**src/rtl/i2cmbe_pkg.sv**
```systemverilog
`timescale 1ns / 1ps
`default_nettype none

package i2cmbe_pkg;

	localparam int unsigned CFG_IDX_W  = 1;
	localparam int unsigned CFG_DATA_W = 8;

	localparam logic [CFG_IDX_W-1:0] CFG_PHASE_TICKS     = 1'b0;
	localparam logic [CFG_IDX_W-1:0] CFG_READ_TAIL_TICKS = 1'b1;

	localparam logic [7:0] PHASE_TICKS_RST     = 8'd5;
	localparam logic [7:0] READ_TAIL_TICKS_RST = 8'd3;

	localparam logic [2:0] OP_TICK  = 3'd0;
	localparam logic [2:0] OP_START = 3'd1;
	localparam logic [2:0] OP_STOP  = 3'd2;
	localparam logic [2:0] OP_WRITE = 3'd3;
	localparam logic [2:0] OP_READ  = 3'd4;

	localparam logic [3:0] BITS_PER_BYTE = 4'd8;

	typedef enum logic [2:0] {
		CMD_NONE  = 3'd0,
		CMD_START = 3'd1,
		CMD_STOP  = 3'd2,
		CMD_WRITE = 3'd3,
		CMD_READ  = 3'd4
	} cmd_t;

	typedef enum logic [3:0] {
		PH_IDLE    = 4'd0,
		PH_ST_HIGH = 4'd1,
		PH_ST_LOW  = 4'd2,
		PH_SP_CLK  = 4'd3,
		PH_SP_DAT  = 4'd4,
		PH_WR_DATA = 4'd5,
		PH_WR_HIGH = 4'd6,
		PH_WR_LOW  = 4'd7,
		PH_WR_REL  = 4'd8,
		PH_WR_ACKH = 4'd9,
		PH_RD_HIGH = 4'd10,
		PH_RD_LOW  = 4'd11,
		PH_RD_ACKS = 4'd12,
		PH_RD_ACKH = 4'd13,
		PH_RD_TAIL = 4'd14
	} phase_t;

	typedef struct packed {
		logic [2:0] opcode;
		logic [7:0] data_byte;
		logic       ack_level;
		logic       sda_sense;
	} in_item_t;

	typedef struct packed {
		logic       scl_level;
		logic       sda_release;
		logic       busy_res;
		logic       done_res;
		logic [7:0] read_data;
		logic       slave_ack_low;
		logic       command_dropped;
	} out_item_t;

	// classified tick as it sits in the queue
	typedef struct packed {
		cmd_t       cmd;
		logic [7:0] data_byte;
		logic       ack_level;
		logic       sda_sense;
	} tick_t;

endpackage

`default_nettype wire

```
**src/rtl/i2cmbe_front.sv**
```systemverilog
`timescale 1ns / 1ps
`default_nettype none

module i2cmbe_front #(
	parameter int unsigned QUEUE_DEPTH = 4
) (
	input  wire                  clk,
	input  wire                  arst_n,
	input  wire                  in_valid,
	output logic                 in_ready,
	input  i2cmbe_pkg::in_item_t in_item,
	output logic                 q_valid,
	output i2cmbe_pkg::tick_t    q_tick,
	input  wire                  q_pop
);

	localparam int unsigned PTR_W = (QUEUE_DEPTH > 1) ? $clog2(QUEUE_DEPTH) : 1;
	localparam int unsigned CNT_W = $clog2(QUEUE_DEPTH + 1);
	localparam logic [PTR_W-1:0] LAST_PTR = PTR_W'(QUEUE_DEPTH - 1);
	localparam logic [CNT_W-1:0] FULL_CNT = CNT_W'(QUEUE_DEPTH);

	i2cmbe_pkg::tick_t mem_q [QUEUE_DEPTH];
	logic [PTR_W-1:0]  wr_ptr_q;
	logic [PTR_W-1:0]  rd_ptr_q;
	logic [CNT_W-1:0]  count_q;
	i2cmbe_pkg::tick_t cls_tick;
	logic              push;
	logic              pop;

	always_comb begin
		cls_tick.data_byte = in_item.data_byte;
		cls_tick.ack_level = in_item.ack_level;
		cls_tick.sda_sense = in_item.sda_sense;
		unique case (in_item.opcode)
			i2cmbe_pkg::OP_START: cls_tick.cmd = i2cmbe_pkg::CMD_START;
			i2cmbe_pkg::OP_STOP:  cls_tick.cmd = i2cmbe_pkg::CMD_STOP;
			i2cmbe_pkg::OP_WRITE: cls_tick.cmd = i2cmbe_pkg::CMD_WRITE;
			i2cmbe_pkg::OP_READ:  cls_tick.cmd = i2cmbe_pkg::CMD_READ;
			i2cmbe_pkg::OP_TICK:  cls_tick.cmd = i2cmbe_pkg::CMD_NONE;
			// unused opcodes behave as a plain tick
			default:              cls_tick.cmd = i2cmbe_pkg::CMD_NONE;
		endcase
	end

	assign in_ready = (count_q != FULL_CNT);
	assign q_valid  = (count_q != '0);
	assign q_tick   = mem_q[rd_ptr_q];
	assign push     = in_valid && in_ready;
	assign pop      = q_pop && q_valid;

	always_ff @(posedge clk) begin
		if (push) begin
			mem_q[wr_ptr_q] <= cls_tick;
		end
	end

	always_ff @(posedge clk or negedge arst_n) begin
		if (!arst_n) begin
			wr_ptr_q <= '0;
			rd_ptr_q <= '0;
			count_q  <= '0;
		end else begin
			if (push) begin
				wr_ptr_q <= (wr_ptr_q == LAST_PTR) ? '0 : wr_ptr_q + 1'b1;
			end
			if (pop) begin
				rd_ptr_q <= (rd_ptr_q == LAST_PTR) ? '0 : rd_ptr_q + 1'b1;
			end
			if (push && !pop) begin
				count_q <= count_q + 1'b1;
			end else if (pop && !push) begin
				count_q <= count_q - 1'b1;
			end
		end
	end

endmodule

`default_nettype wire

```
**src/rtl/i2cmbe_back.sv**
```systemverilog
`timescale 1ns / 1ps
`default_nettype none

module i2cmbe_back (
	input  wire                                      clk,
	input  wire                                      arst_n,
	input  wire                                      cfg_we,
	input  wire  [i2cmbe_pkg::CFG_IDX_W-1:0]         cfg_index,
	input  wire  [i2cmbe_pkg::CFG_DATA_W-1:0]        cfg_wdata,
	input  wire                                      q_valid,
	input  i2cmbe_pkg::tick_t                        q_tick,
	output logic                                     q_pop,
	output logic                                     out_valid,
	input  wire                                      out_ready,
	output i2cmbe_pkg::out_item_t                    out_item
);

	logic [7:0]         phase_ticks_q;
	logic [7:0]         read_tail_ticks_q;

	i2cmbe_pkg::phase_t phase_q,  phase_n;
	i2cmbe_pkg::cmd_t   active_q, active_n;
	logic [3:0]         bit_count_q, bit_count_n;
	logic [7:0]         shift_q, shift_n;
	logic [7:0]         wait_q, wait_n;
	logic               scl_q, scl_n;
	logic               sda_q, sda_n;
	logic               ack_q, ack_n;
	logic               nack_q, nack_n;

	logic               out_valid_q;
	i2cmbe_pkg::out_item_t out_q, res;

	logic [7:0] hold_len;
	logic [7:0] wait_dec;
	logic       is_cmd;
	logic       done;
	logic       dropped;

	assign q_pop     = q_valid && (!out_valid_q || out_ready);
	assign out_valid = out_valid_q;
	assign out_item  = out_q;

	assign hold_len = (phase_ticks_q == 8'd0) ? 8'd1 : phase_ticks_q;
	assign wait_dec = (wait_q != 8'd0) ? wait_q - 8'd1 : 8'd0;
	assign is_cmd   = (q_tick.cmd != i2cmbe_pkg::CMD_NONE);

	always_comb begin
		phase_n     = phase_q;
		active_n    = active_q;
		bit_count_n = bit_count_q;
		shift_n     = shift_q;
		wait_n      = wait_q;
		scl_n       = scl_q;
		sda_n       = sda_q;
		ack_n       = ack_q;
		nack_n      = nack_q;
		done        = 1'b0;
		dropped     = 1'b0;

		if (phase_q == i2cmbe_pkg::PH_IDLE) begin
			if (is_cmd) begin
				active_n    = q_tick.cmd;
				bit_count_n = 4'd0;
				wait_n      = hold_len;
				unique case (q_tick.cmd)
					i2cmbe_pkg::CMD_START: begin
						scl_n   = 1'b1;
						sda_n   = 1'b1;
						phase_n = i2cmbe_pkg::PH_ST_HIGH;
					end
					i2cmbe_pkg::CMD_STOP: begin
						scl_n   = 1'b1;
						phase_n = i2cmbe_pkg::PH_SP_CLK;
					end
					i2cmbe_pkg::CMD_WRITE: begin
						shift_n = q_tick.data_byte;
						sda_n   = q_tick.data_byte[7];
						phase_n = i2cmbe_pkg::PH_WR_DATA;
					end
					default: begin
						shift_n = 8'd0;
						nack_n  = q_tick.ack_level;
						sda_n   = 1'b1;
						scl_n   = 1'b1;
						phase_n = i2cmbe_pkg::PH_RD_HIGH;
					end
				endcase
			end
		end else begin
			dropped = is_cmd;
			wait_n  = wait_dec;
			if (wait_dec == 8'd0) begin
				wait_n = hold_len;
				unique case (phase_q)
					i2cmbe_pkg::PH_ST_HIGH: begin
						sda_n   = 1'b0;
						phase_n = i2cmbe_pkg::PH_ST_LOW;
					end
					i2cmbe_pkg::PH_ST_LOW: begin
						scl_n   = 1'b0;
						phase_n = i2cmbe_pkg::PH_IDLE;
						wait_n  = 8'd0;
						done    = 1'b1;
					end
					i2cmbe_pkg::PH_SP_CLK: begin
						sda_n   = 1'b1;
						phase_n = i2cmbe_pkg::PH_SP_DAT;
					end
					i2cmbe_pkg::PH_WR_DATA: begin
						scl_n   = 1'b1;
						phase_n = i2cmbe_pkg::PH_WR_HIGH;
					end
					i2cmbe_pkg::PH_WR_HIGH: begin
						scl_n       = 1'b0;
						shift_n     = {shift_q[6:0], 1'b0};
						bit_count_n = bit_count_q + 4'd1;
						phase_n     = i2cmbe_pkg::PH_WR_LOW;
					end
					i2cmbe_pkg::PH_WR_LOW: begin
						if (bit_count_q >= i2cmbe_pkg::BITS_PER_BYTE) begin
							sda_n   = 1'b1;
							phase_n = i2cmbe_pkg::PH_WR_REL;
						end else begin
							sda_n   = shift_q[7];
							phase_n = i2cmbe_pkg::PH_WR_DATA;
						end
					end
					i2cmbe_pkg::PH_WR_REL: begin
						scl_n   = 1'b1;
						phase_n = i2cmbe_pkg::PH_WR_ACKH;
					end
					i2cmbe_pkg::PH_WR_ACKH: begin
						ack_n   = !q_tick.sda_sense;
						scl_n   = 1'b0;
						sda_n   = 1'b0;
						phase_n = i2cmbe_pkg::PH_IDLE;
						wait_n  = 8'd0;
						done    = 1'b1;
					end
					i2cmbe_pkg::PH_RD_HIGH: begin
						shift_n     = {shift_q[6:0], q_tick.sda_sense};
						scl_n       = 1'b0;
						bit_count_n = bit_count_q + 4'd1;
						phase_n     = i2cmbe_pkg::PH_RD_LOW;
					end
					i2cmbe_pkg::PH_RD_LOW: begin
						if (bit_count_q >= i2cmbe_pkg::BITS_PER_BYTE) begin
							sda_n   = nack_q;
							phase_n = i2cmbe_pkg::PH_RD_ACKS;
						end else begin
							scl_n   = 1'b1;
							phase_n = i2cmbe_pkg::PH_RD_HIGH;
						end
					end
					i2cmbe_pkg::PH_RD_ACKS: begin
						scl_n   = 1'b1;
						phase_n = i2cmbe_pkg::PH_RD_ACKH;
					end
					i2cmbe_pkg::PH_RD_ACKH: begin
						scl_n = 1'b0;
						sda_n = 1'b0;
						if (read_tail_ticks_q == 8'd0) begin
							phase_n = i2cmbe_pkg::PH_IDLE;
							wait_n  = 8'd0;
							done    = 1'b1;
						end else begin
							phase_n = i2cmbe_pkg::PH_RD_TAIL;
							wait_n  = read_tail_ticks_q;
						end
					end
					// stop data phase, read tail and any stray code end the sequence
					default: begin
						phase_n = i2cmbe_pkg::PH_IDLE;
						wait_n  = 8'd0;
						done    = 1'b1;
					end
				endcase
			end
		end

		res.scl_level       = scl_n;
		res.sda_release     = sda_n;
		res.busy_res        = (phase_n != i2cmbe_pkg::PH_IDLE);
		res.done_res        = done;
		res.read_data       = (done && active_n == i2cmbe_pkg::CMD_READ) ? shift_n : 8'd0;
		res.slave_ack_low   = ack_n;
		res.command_dropped = dropped;
	end

	always_ff @(posedge clk or negedge arst_n) begin
		if (!arst_n) begin
			phase_ticks_q     <= i2cmbe_pkg::PHASE_TICKS_RST;
			read_tail_ticks_q <= i2cmbe_pkg::READ_TAIL_TICKS_RST;
		end else if (cfg_we) begin
			case (cfg_index)
				i2cmbe_pkg::CFG_PHASE_TICKS:     phase_ticks_q     <= cfg_wdata;
				i2cmbe_pkg::CFG_READ_TAIL_TICKS: read_tail_ticks_q <= cfg_wdata;
				default: ;
			endcase
		end
	end

	always_ff @(posedge clk or negedge arst_n) begin
		if (!arst_n) begin
			phase_q     <= i2cmbe_pkg::PH_IDLE;
			active_q    <= i2cmbe_pkg::CMD_NONE;
			bit_count_q <= 4'd0;
			shift_q     <= 8'd0;
			wait_q      <= 8'd0;
			scl_q       <= 1'b1;
			sda_q       <= 1'b1;
			ack_q       <= 1'b0;
			nack_q      <= 1'b0;
		end else if (q_pop) begin
			phase_q     <= phase_n;
			active_q    <= active_n;
			bit_count_q <= bit_count_n;
			shift_q     <= shift_n;
			wait_q      <= wait_n;
			scl_q       <= scl_n;
			sda_q       <= sda_n;
			ack_q       <= ack_n;
			nack_q      <= nack_n;
		end
	end

	always_ff @(posedge clk or negedge arst_n) begin
		if (!arst_n) begin
			out_valid_q <= 1'b0;
		end else if (q_pop) begin
			out_valid_q <= 1'b1;
		end else if (out_ready) begin
			out_valid_q <= 1'b0;
		end
	end

	always_ff @(posedge clk) begin
		if (q_pop) begin
			out_q <= res;
		end
	end

endmodule

`default_nettype wire

```
**src/rtl/i2c_master_byte_engine_unit.sv**
```systemverilog
// path: an accepted tick passes through the queue, then the sequencer's output register
// throughput: one tick per cycle unless the output stalls; the sequencer updates all bus
// state per tick and pops the queue whenever its output register is empty or being taken
// reset: arst_n clears the queue and output register, returns the bus to idle with
// both lines released, and loads phase_ticks = 5 and read_tail_ticks = 3
`timescale 1ns / 1ps
`default_nettype none

module i2c_master_byte_engine_unit #(
	parameter int unsigned QUEUE_DEPTH = 4
) (
	input  wire                               clk,
	input  wire                               arst_n,
	input  wire                               in_valid,
	output logic                              in_ready,
	input  i2cmbe_pkg::in_item_t              in_item,
	output logic                              out_valid,
	input  wire                               out_ready,
	output i2cmbe_pkg::out_item_t             out_item,
	input  wire                               cfg_we,
	input  wire  [i2cmbe_pkg::CFG_IDX_W-1:0]  cfg_index,
	input  wire  [i2cmbe_pkg::CFG_DATA_W-1:0] cfg_wdata
);

	logic              q_valid;
	logic              q_pop;
	i2cmbe_pkg::tick_t q_tick;

	i2cmbe_front #(
		.QUEUE_DEPTH(QUEUE_DEPTH)
	) u_front (
		.clk      (clk),
		.arst_n   (arst_n),
		.in_valid (in_valid),
		.in_ready (in_ready),
		.in_item  (in_item),
		.q_valid  (q_valid),
		.q_tick   (q_tick),
		.q_pop    (q_pop)
	);

	i2cmbe_back u_back (
		.clk       (clk),
		.arst_n    (arst_n),
		.cfg_we    (cfg_we),
		.cfg_index (cfg_index),
		.cfg_wdata (cfg_wdata),
		.q_valid   (q_valid),
		.q_tick    (q_tick),
		.q_pop     (q_pop),
		.out_valid (out_valid),
		.out_ready (out_ready),
		.out_item  (out_item)
	);

endmodule

`default_nettype wire

```
**config.mk**
```make
export PLATFORM = sky130hd
export DESIGN_NAME = i2c_master_byte_engine_unit
export DESIGN_NICKNAME = d
export VERILOG_FILES = /design/src/rtl/i2cmbe_pkg.sv /design/src/rtl/i2cmbe_front.sv /design/src/rtl/i2cmbe_back.sv /design/src/rtl/i2c_master_byte_engine_unit.sv
export SDC_FILE = /design/constraint.sdc
export NUM_CORES = 1
export LEC_CHECK = 0
export ABC_AREA = 1
export ABC_CLOCK_PERIOD_IN_PS = 2700
export BUFFER_PORTS_ARGS = -buffer_cell sky130_fd_sc_hd__buf_2
export CAP_MARGIN = 10
export CORE_MARGIN = 8
export CORE_UTILIZATION = 55
export CTS_CLUSTER_SIZE = 20
export DETAILED_ROUTE_END_ITERATION = 10
export PLACE_DENSITY = 0.74
export SLEW_MARGIN = 15
export SYNTH_ARGS = -nofsm -noshare
export SYNTH_HDL_FRONTEND = slang
export SYNTH_SLANG_ARGS = --single-unit
```
**constraint.sdc**
```tcl
create_clock -name clk -period 2.7 [get_ports clk]
set_input_delay 0.405 -clock clk [delete_from_list [all_inputs] [get_ports clk]]
set_output_delay 0.405 -clock clk [all_outputs]
set_load 0.05 [all_outputs]
```
==> results_dict.tcl, run 1 <==
set metrics [dict create \
    status "finished, final reports clean" \
    area_delta_synth_final_pct 15.30 \
    vdd_ir_drop_max_mv 0.7765 \
    dr.pass1.iters 6 \
    boundary_pin_count 43 \
    timing.hold.worst.class "in2async" \
    post-synth-top-area-cell "edfxtp_1" \
    track_usage_pct 20.69 \
    worstSkewPairLatency_ns 0.42 \
    die_h_um 123.0 \
    drcViolationCount 0 \
    grt_pass1_vias 5145 \
    n_antenna_cell 0 \
    fraction_of_synthesized_cell_area_in_xor_and_xnor_cells_pct 0.6955 \
    clock_tree_from_tritoncts "yes" \
    max_clock_freq_ghz 0.4351 \
    cts.clk_slew.worst_paths_ns 0.06 \
    syn-mean-instance-area_um2 8.451 \
    p_per_cell_area_nw_per_um2 1159 \
    overflow 0 \
    setup_viol 0 \
    antenna_violations_before_repair 0 \
    die_w_um 123.0 \
    synth_fa_ha_area_share_pct 2.107 \
    max_stage_delay_ns 0.40 \
    cts-root-buf "clkbuf_16" \
    synth_cell_types 35 \
    layout.cells.most_common "nand2_1" \
    postSynthNetCount 782 \
    setup.worst_path.class "reg2reg" \
    grt_start_max_net_pins 44 \
    count_of_flip_flops_with_a_built_in_enable_after_synthesis 66 \
    avgViaCountPerCell 5.434 \
    detailed_place_hpwl_um 10200 \
    core-area_um2 11270 \
    path_delay_family "simple AND/OR/NAND/NOR gates" \
    worst-path-max-fanout 19 \
    cts_buffers 17 \
    post_cts.resized_instances 0 \
    synth.cell_area_um2 6296 \
    hold_bufs_inserted_after_cts 0 \
    leakagePower_uw 0.003338 \
    count_of_final_max_slew_check_failures 0 \
    layout-drive-gt1-share_pct 16.11 \
    worst_slew_pin_slew_ns 0.8299 \
    vias 5195 \
    fin_util_pct 64.40 \
    post_synth_main_area_contributors "edfxtp_1 31%, dfrtp_1 19%, nand2_1 11%, nor2_1 5.4%, o21ai_0 5.1%" \
    area_of_the_die_um2 15130 \
    report.final.hold_viol_count 0 \
    timing.critical_path.cells "inv_1 > ha_1 > nand2_2 > nor2_4 > nand3_4 > nand3_1 > nand2_2 > nor2_4 > nand2_4 > nor2_2 > o21ai_1 > nand2_1 > nand2_1" \
    worstPathArrival_ns 2.60 \
    fin_worst_hold_slack_ns 0.08719 \
    timing.critical_path.from_type "flop" \
    fin_setup_tns_ns 0 \
    post_cts_setup_repair_bufs 0 \
    p_sw_share_pct 42.93 \
    relSlewSlack_pct 44.67 \
    cts.sink_count 121 \
    cts-root-to-sink-buffers 2 \
    intPower_uw 4801 \
    worstSetupEndpointType "flop" \
    synth_flop_cell "edfxtp_1" \
    synth_simple_gate_area_share_pct 24.46 \
    clock_power_share_pct 24.8 \
    timing.clock.skew_ns 0.005462 \
    finalWorstPathRequiredPeriod_ns 2.298 \
    syn_inst 745 \
    max-cap-violations 0 \
    floorplan.initialDensity_pct 55.86 \
    combinational_family_with_the_most_area_after_synthesis "simple AND/OR/NAND/NOR gates" \
    synth.area.mux_share_pct 0 \
    yosysWarnings 0 \
    ant_nets 0 \
    worst-path-buf-inv 1 \
    final_net_count 837 \
    synth_top_area_share_pct 31.48 \
    post_drt_wl_per_cell_um 15.22 \
    grt_setup_unrepaired "false" \
    seq_power_share_pct 34.1 \
    synth_compound_area_share_pct 12.34 \
    detail_route.wirelength_um 14550 \
    buffer_ports.inserted 42 \
    mostFrequentLayoutCells "192 x nand2_1, 91 x nor2_1, 79 x inv_1" \
    seq_area_frac_synth_pct 53.46 \
    htree_num_levels 4 \
    worst-endpoint-required_ns 3.00 \
    critical-path-slowest-cell "dfrtp_1" \
    post-route-period-util_pct 85.13 \
    comb_power_share_pct 41.1 \
    grt_first_pass_wirelength_um 24280 \
    row_count 39 \
    postSynth.asyncResetShare_pct 45.45 \
    gp_congestion 0.9350 \
    power.switching_uw 3611 \
    yosys_register_bits 121 \
    drt_iter0_markers 381 \
]
[layer usage]
metal	vias to the layer above	wire, um	track usage (%)
li1	2570	-	-
met1	2458	6160	24.84
met2	146	7368	35.24
met3	21	736	4.475
met4	0	289	9.180
met5	-	0	0
[path summary, 6_finish.rpt]
path | slack [ns] | from | cells after the start | end
worst min-delay path | 0.09 | arst_n | 1 | u_front.wr_ptr_q[0]
max in group asynchronous | 1.80 | arst_n | 2 | u_back.bit_count_q[0]
worst min register to register | 0.49 | u_back.read_tail_ticks_q[7] | 2 | u_back.read_tail_ticks_q[7]
min in group clk | 0.18 | out_ready | 2 | u_back.out_valid
worst max register to register | 0.40 | u_back.wait_q[0] | 13 | u_back.bit_count_q[2]
worst max-delay path | 0.40 | u_back.wait_q[0] | 13 | u_back.bit_count_q[2]
[flip-flops by register name, summed over array words and instances, names as in the netlist]
register	count
u_front.rd_ptr_q	2
u_back.phase_q	4
u_back.nack_q	1
u_back.out_valid	1
u_back.ack_q	1
u_back.sda_q	1
u_front.wr_ptr_q	2
u_front.mem_q	52
u_back.read_tail_ticks_q	8
u_back.shift_q	8
u_back.bit_count_q	4
u_back.wait_q	8
u_back.out_item	14
u_back.phase_ticks_q	8
u_front.count_q	3
u_back.scl_q	1
u_back.active_q	3
[through the flow]
stage                     area (um2)  setup slack (ns)  power (uW)  instances
final                           7259            0.4015        8412        956
after global routing            7259            0.2168        9020        956
after CTS                       7259            0.4029        8442        956
after detailed placement        6706            0.4225        6324        924
after global placement          6706            0.5906        6229        924
after floorplan                 6296            0.2961        5380        745
[synth_stat cells, types with 5 or more instances]
| cell | n |
|---|---|
| nand2_1 | 192 |
| nor2_1 | 91 |
| inv_1 | 79 |
| edfxtp_1 | 66 |
| o21ai_0 | 64 |
| dfrtp_1 | 49 |
| nand3_1 | 47 |
| a21oi_1 | 35 |
| clkbuf_1 | 13 |
| a31oi_1 | 9 |
| ha_1 | 9 |
| o22ai_1 | 8 |
| inv_2 | 7 |
| nand4_1 | 7 |
| o21ai_1 | 7 |
| dfstp_2 | 6 |
| nor2_2 | 6 |
| o21bai_1 | 6 |
| a21oi_2 | 5 |
| nand2_2 | 5 |
[logic make-up after synthesis]
family,Yosys count
compound gates,140
flops,121
xor+xnor,5
buf+inv,108
fa+ha+maj,10
simple gates,361
[power groups by stage]
stage | logic (uW) | clock network [uW] | registers [uW]
floorplan | 2310 | 0 | 3070
global placement | 3350 | 0 | 2870
detailed placement | 3430 | 0 | 2890
CTS | 3460 | 2120 | 2870
global route | 3910 | 2200 | 2920
finish | 3460 | 2090 | 2870
[area by class of cell]
class | instances | area [um2]
well taps | 143 | 178.9
flip-flops and latches | 121 | 3366
inverters | 86 | 322.8
multi-input cells | 516 | 2509
repair buffers | 58 | 330.3
clock buffers | 17 | 425.4
clock inverters | 15 | 127.6
fillers | 914 | 4013
No activity file was read; power rests on OpenSTA's default activity.
==> inputs of run 2 (changes only) <==
--- a/config.mk
+++ b/config.mk
@@ -7,14 +7,15 @@
 export LEC_CHECK = 0
 export ABC_AREA = 1
 export ABC_CLOCK_PERIOD_IN_PS = 2700
-export BUFFER_PORTS_ARGS = -buffer_cell sky130_fd_sc_hd__buf_2
 export CAP_MARGIN = 10
 export CORE_MARGIN = 8
 export CORE_UTILIZATION = 55
 export CTS_CLUSTER_SIZE = 20
 export DETAILED_ROUTE_END_ITERATION = 10
-export PLACE_DENSITY = 0.74
+export DONT_BUFFER_PORTS = 1
+export PLACE_DENSITY = 0.7
 export SLEW_MARGIN = 15
 export SYNTH_ARGS = -nofsm -noshare
 export SYNTH_HDL_FRONTEND = slang
 export SYNTH_SLANG_ARGS = --single-unit
+export TNS_END_PERCENT = 10
==> run 2 against run 1 <==
Effect of this change:
- clock skew grew 0.0040 ns
- worst setup slack lost 0.083 ns
- die area is the same
- largest power group unchanged
==> results_dict.tcl, run 2 (synthesized netlist as in run 1, its figures left out) <==
set metrics [dict create \
    die_h_um 123.0 \
    max-cap-violations 0 \
    setup_viol 0 \
    worst-path-buf-inv 1 \
    met2RoutedLength_um 7404 \
    area_of_the_die_um2 15130 \
    gp_congestion 0.9342 \
    mostFrequentLayoutCells "192 x nand2_1, 91 x nor2_1, 79 x inv_1" \
    vdd_ir_drop_max_mv 0.7068 \
    cts-root-buf "clkbuf_16" \
    drcViolationCount 0 \
    grt_setup_unrepaired "false" \
    place_inst 884 \
    report.final.hold_viol_count 0 \
    antenna_violations_before_repair 0 \
    worstSkewPairLatency_ns 0.42 \
    timing.clock.skew_ns 0.009440 \
    timing.hold.worst.class "in2reg" \
    cts-root-to-sink-buffers 2 \
    setup_slack_ns 0.3182 \
    met3WireLength_um 884 \
    reg2reg_from "u_back.wait_q[0]" \
    holdPathEnd "u_front.mem_q[3][1]" \
    worstPathArrival_ns 2.65 \
    r2r.worst_path.cells 12 \
    met1Wirelength_um 6681 \
    layout.cells.most_common "nand2_1" \
    post-route-period-util_pct 88.21 \
    regToRegEndpoint "u_back.out_item[7]" \
    post_drt_wl_per_cell_um 16.54 \
    detailed_place_hpwl_um 10400 \
    overflow 0 \
    vias 5137 \
    fillCellCount 898 \
    top_layer_used "met4" \
    clock_tree_from_tritoncts "yes" \
    track_usage_pct 21.30 \
    critical-path-slowest-cell "dfrtp_1" \
    buffer_ports.inserted 0 \
    grt_first_pass_wirelength_um 25080 \
    setup.worst_path.class "reg2reg" \
    htree_num_levels 4 \
    worstSetupEndpointType "flop" \
    boundary_pin_count 43 \
    worst-path-max-fanout 19 \
    timing.critical_path.from_type "flop" \
    cts_buffers 17 \
    cts.sink_count 121 \
    largest_register_ff_count 52 \
    timing.critical_path.cells "inv_1 > ha_1 > nand2_2 > nor2_4 > nand3_4 > nand2_1 > nand2_1 > nor2_4 > nand2_4 > nor3_4 > nand2_4 > a21oi_1" \
    fin_worst_hold_slack_ns 0.07497 \
    count_of_final_max_slew_check_failures 0 \
    finalWorstPathRequiredPeriod_ns 2.382 \
    area_delta_synth_final_pct 13.97 \
    max_clock_freq_ghz 0.4199 \
    leakagePower_uw 0.003221 \
    fin_setup_tns_ns 0 \
    final_net_count 799 \
    min_path_cells 0 \
    dr.pass1.iters 5 \
    n_antenna_cell 0 \
    worst-endpoint-required_ns 2.97 \
    max_stage_delay_ns 0.39 \
    die_w_um 123.0 \
    avgViaCountPerCell 5.596 \
    worst_slew_pin_slew_ns 0.6358 \
    min_from "in_item[1]" \
    drt_iter0_markers 486 \
    floorplan.initialDensity_pct 55.86 \
    relSlewSlack_pct 57.16 \
    grt_start_max_net_pins 56 \
    core-area_um2 11270 \
    finish.cell_count_without_fillers 918 \
    p_per_cell_area_nw_per_um2 1214 \
    status "finished, final reports clean" \
    dpl_worst_slack_ns 0.3735 \
    path_delay_family "simple AND/OR/NAND/NOR gates" \
    grt_pass1_vias 4987 \
    cts.clk_slew.worst_paths_ns 0.06 \
    ant_nets 0 \
    layout-drive-gt1-share_pct 11.87 \
    largest-register "u_front.mem_q" \
    row_count 39 \
    rrSetupSlack_ns 0.32 \
    detail_route.wirelength_um 15190 \
]
==> run 2: timing repair <==
item	4_1_cts	5_1_grt
endpoints found under the hold margin	55	0
buffers inserted	0	0
gates resized for setup	0	0
hold buffers	2	0
==> run 2: metal layers <==
metal | up-vias | global-route usage [%]
li1 | 2498 | -
met1 | 2441 | 27.23
met2 | 178 | 35.00
met3 | 20 | 4.886
met4 | 0 | 7.524
met5 | - | 0
==> run 2: per-stage QoR <==
| step | utilization, % | area, um2 | power (uW) |
|---|---|---|---|
| global route | 63.66 | 7176 | 9279 |
| floorplan | - | 6296 | 5380 |
| finish | 63.66 | 7176 | 8712 |
| CTS | 63.66 | 7176 | 8717 |
| detailed placement | 57.76 | 6511 | 6295 |
| global placement | 57.76 | 6511 | 6172 |
==> run 2: how the worst max path moves through the flow <==
stage	endpoint	cells past startpoint	start	slack, ns
2_1_floorplan	u_front.count_q[2]	11	u_back.out_valid	0.30
3_3_place_gp	u_back.out_item[6]	12	u_back.wait_q[0]	0.39
3_5_place_dp	u_back.out_item[7]	12	u_back.wait_q[0]	0.37
4_1_cts	u_back.out_item[7]	12	u_back.wait_q[0]	0.35
5_1_grt	u_back.out_item[6]	12	u_back.wait_q[0]	0.13
6_report	u_back.out_item[7]	12	u_back.wait_q[0]	0.32
==> run 2: cell type report <==
class / count / area [um2] / area share (%)
Sequential cell: 121 / 3366 / 46.91
Tap cell: 143 / 178.9 / 2.493
Multi-Input combinational cell: 516 / 2509 / 34.96
Clock buffer: 17 / 425.4 / 5.929
Clock inverter: 15 / 201.4 / 2.807
Timing Repair Buffer: 20 / 172.7 / 2.406
Inverter: 86 / 322.8 / 4.499
==> run 2: power by group <==
group          internal (uW)  leakage, uW  switching, uW  total [uW]
registers               2530      0.00129            614        3140
logic                    984      0.00164           2210        3190
clock network           1540     0.000289            837        2380
==> inputs of run 3 (changes only) <==
==> constraint.sdc (replaced) <==
create_clock -name clk -period 2.7 [get_ports clk]
set_input_delay 0.27 -clock clk [delete_from_list [all_inputs] [get_ports clk]]
set_output_delay 0.27 -clock clk [all_outputs]
set_load 0.05 [all_outputs]
==> run 3 against run 2 <==
Effect of this change:
- clock skew grew 0.00087 ns
- sequential power barely moved
- global-route usage grew 0.41 points
- register-to-register slack better by 0.03 ns
- sequential share of layout area down 0.90 points
==> results_dict.tcl, run 3 (synthesized netlist as in run 1, its figures left out) <==
set metrics [dict create \
    dr.pass1.iters 5 \
    fin_setup_tns_ns 0 \
    cts-root-buf "clkbuf_16" \
    track_usage_pct 21.71 \
    worst-path-buf-inv 1 \
    vias 5186 \
    finalWorstPathRequiredPeriod_ns 2.355 \
    antenna_violations_before_repair 0 \
    setup.worst_path.class "reg2reg" \
    largest-register "u_front.mem_q" \
    timing.hold.worst.class "in2reg" \
    path_delay_family "simple AND/OR/NAND/NOR gates" \
    cts.sink_count 121 \
    fillCellCount 886 \
    layout-drive-gt1-share_pct 11.66 \
    cts.clk_slew.worst_paths_ns 0.06 \
    gp_congestion 0.9342 \
    grt_setup_unrepaired "false" \
    htree_num_levels 4 \
    buffer_ports.inserted 0 \
    cts_buffers 17 \
    detailed_place_hpwl_um 10400 \
    worstPathArrival_ns 2.63 \
    timing.critical_path.cells "inv_1 > ha_1 > nand2_2 > nor2_4 > nand3_4 > nand2_1 > nand2_1 > nor2_4 > nand2_4 > nor3_4 > nand2_4 > a21oi_1" \
    die_w_um 123.0 \
    relSlewSlack_pct 58.11 \
    worstSetupEndpointType "flop" \
    design_power_total_uw 8728 \
    timing.clock.skew_ns 0.01031 \
    p_per_cell_area_nw_per_um2 1193 \
    largest_register_ff_count 52 \
    mostFrequentLayoutCells "192 x nand2_1, 91 x nor2_1, 79 x inv_1" \
    cts-root-to-sink-buffers 2 \
    core-area_um2 11270 \
    post_drt_wl_per_cell_um 16.43 \
    count_of_final_max_slew_check_failures 0 \
    post-route-period-util_pct 87.24 \
    worst-endpoint-required_ns 2.97 \
    placedInstanceArea_um2 6511 \
    max_stage_delay_ns 0.39 \
    grt_pass1_vias 5040 \
    grt_first_pass_wirelength_um 25420 \
    grt_start_max_net_pins 56 \
    fin_util_pct 64.90 \
    vdd_ir_drop_max_mv 0.6331 \
    detail_route.wirelength_um 15310 \
    clock_tree_from_tritoncts "yes" \
    seq_area_um2 3366 \
    area_of_the_die_um2 15130 \
    row_count 39 \
    drt_iter0_markers 415 \
    critical-path-slowest-cell "dfrtp_1" \
    drcViolationCount 0 \
    area_delta_synth_final_pct 16.20 \
    die_h_um 123.0 \
    final_area_um2 7316 \
    worst-path-max-fanout 19 \
    overflow 0 \
    boundary_pin_count 43 \
    avgViaCountPerCell 5.564 \
    multi_input_area_um2 2509 \
    ant_nets 0 \
    report.final.hold_viol_count 0 \
    final_net_count 813 \
    worstSkewPairLatency_ns 0.42 \
    floorplan.initialDensity_pct 55.86 \
    max-cap-violations 0 \
    status "finished, final reports clean" \
    worst_slew_pin_slew_ns 0.6218 \
    setup_viol 0 \
    leakagePower_uw 0.003279 \
    layout.cells.most_common "nand2_1" \
    max_clock_freq_ghz 0.4245 \
    timing.critical_path.from_type "flop" \
    n_antenna_cell 0 \
]
## run 3: cell types whose count changed in the layout (fill, tap and decap cells not counted)
cell / previous run / this run
dlygate4sd3_1: 1 / 15
## run 3: where the power goes
part / switching [uW] / internal, uW / leakage [uW]
Clock: 840 / 1540 / 0.000289
Sequential: 614 / 2530 / 0.00129
Combinational: 2210 / 998 / 0.00170
Total: 3660 / 5070 / 0.00328
## run 3: path summary, 6_finish.rpt
kind	startpoint	end	slack, ns	cells past startpoint
worst max-delay path	u_back.wait_q[0]	u_back.out_item[7]	0.34	12
worst min-delay path	cfg_wdata[0]	u_back.read_tail_ticks_q[0]	0.01	2
worst max register to register	u_back.wait_q[0]	u_back.out_item[7]	0.34	12
worst min register to register	u_back.sda_q	u_back.sda_q	0.49	2
max in group asynchronous	arst_n	u_back.sda_q	2.01	2
min in group asynchronous	arst_n	u_back.shift_q[4]	0.40	2
## run 3: through the flow
| stage | instances | hold WS (ns) | worst slack (ns) |
|---|---|---|---|
| finish | 932 | 0.009844 | 0.3445 |
| global route | 932 | 0.01546 | 0.1313 |
| CTS | 932 | 0.001588 | 0.3462 |
| detailed placement | 884 | -0.02443 | 0.3735 |
| global placement | 884 | -0.02411 | 0.3874 |
| floorplan | 745 | -0.02559 | 0.2961 |
## run 3: area by class of cell
| cell class | count | share of cell area (%) |
|---|---|---|
| clock buffer | 17 | 5.815 |
| clock inverter | 15 | 2.754 |
| inverter | 86 | 4.413 |
| multi-input combinational | 516 | 34.29 |
| sequential | 121 | 46.01 |
| tap | 143 | 2.446 |
| timing repair buffer | 34 | 4.276 |
## run 3: timing repair
item	in CTS	in global routing
resized for setup	0	0
hold buffers	16	0
buffers inserted	0	0
hold endpoints to repair	99	0
## run 3: layer usage
metal	part of all wire, %	up-vias	routed length (um)	GRT usage, %
met5	0	-	0	0
met3	5.7	23	880	6.256
li1	-	2524	-	-
met1	44	2472	6758	27.68
met4	1.3	0	194	5.719
met2	49	167	7480	35.68
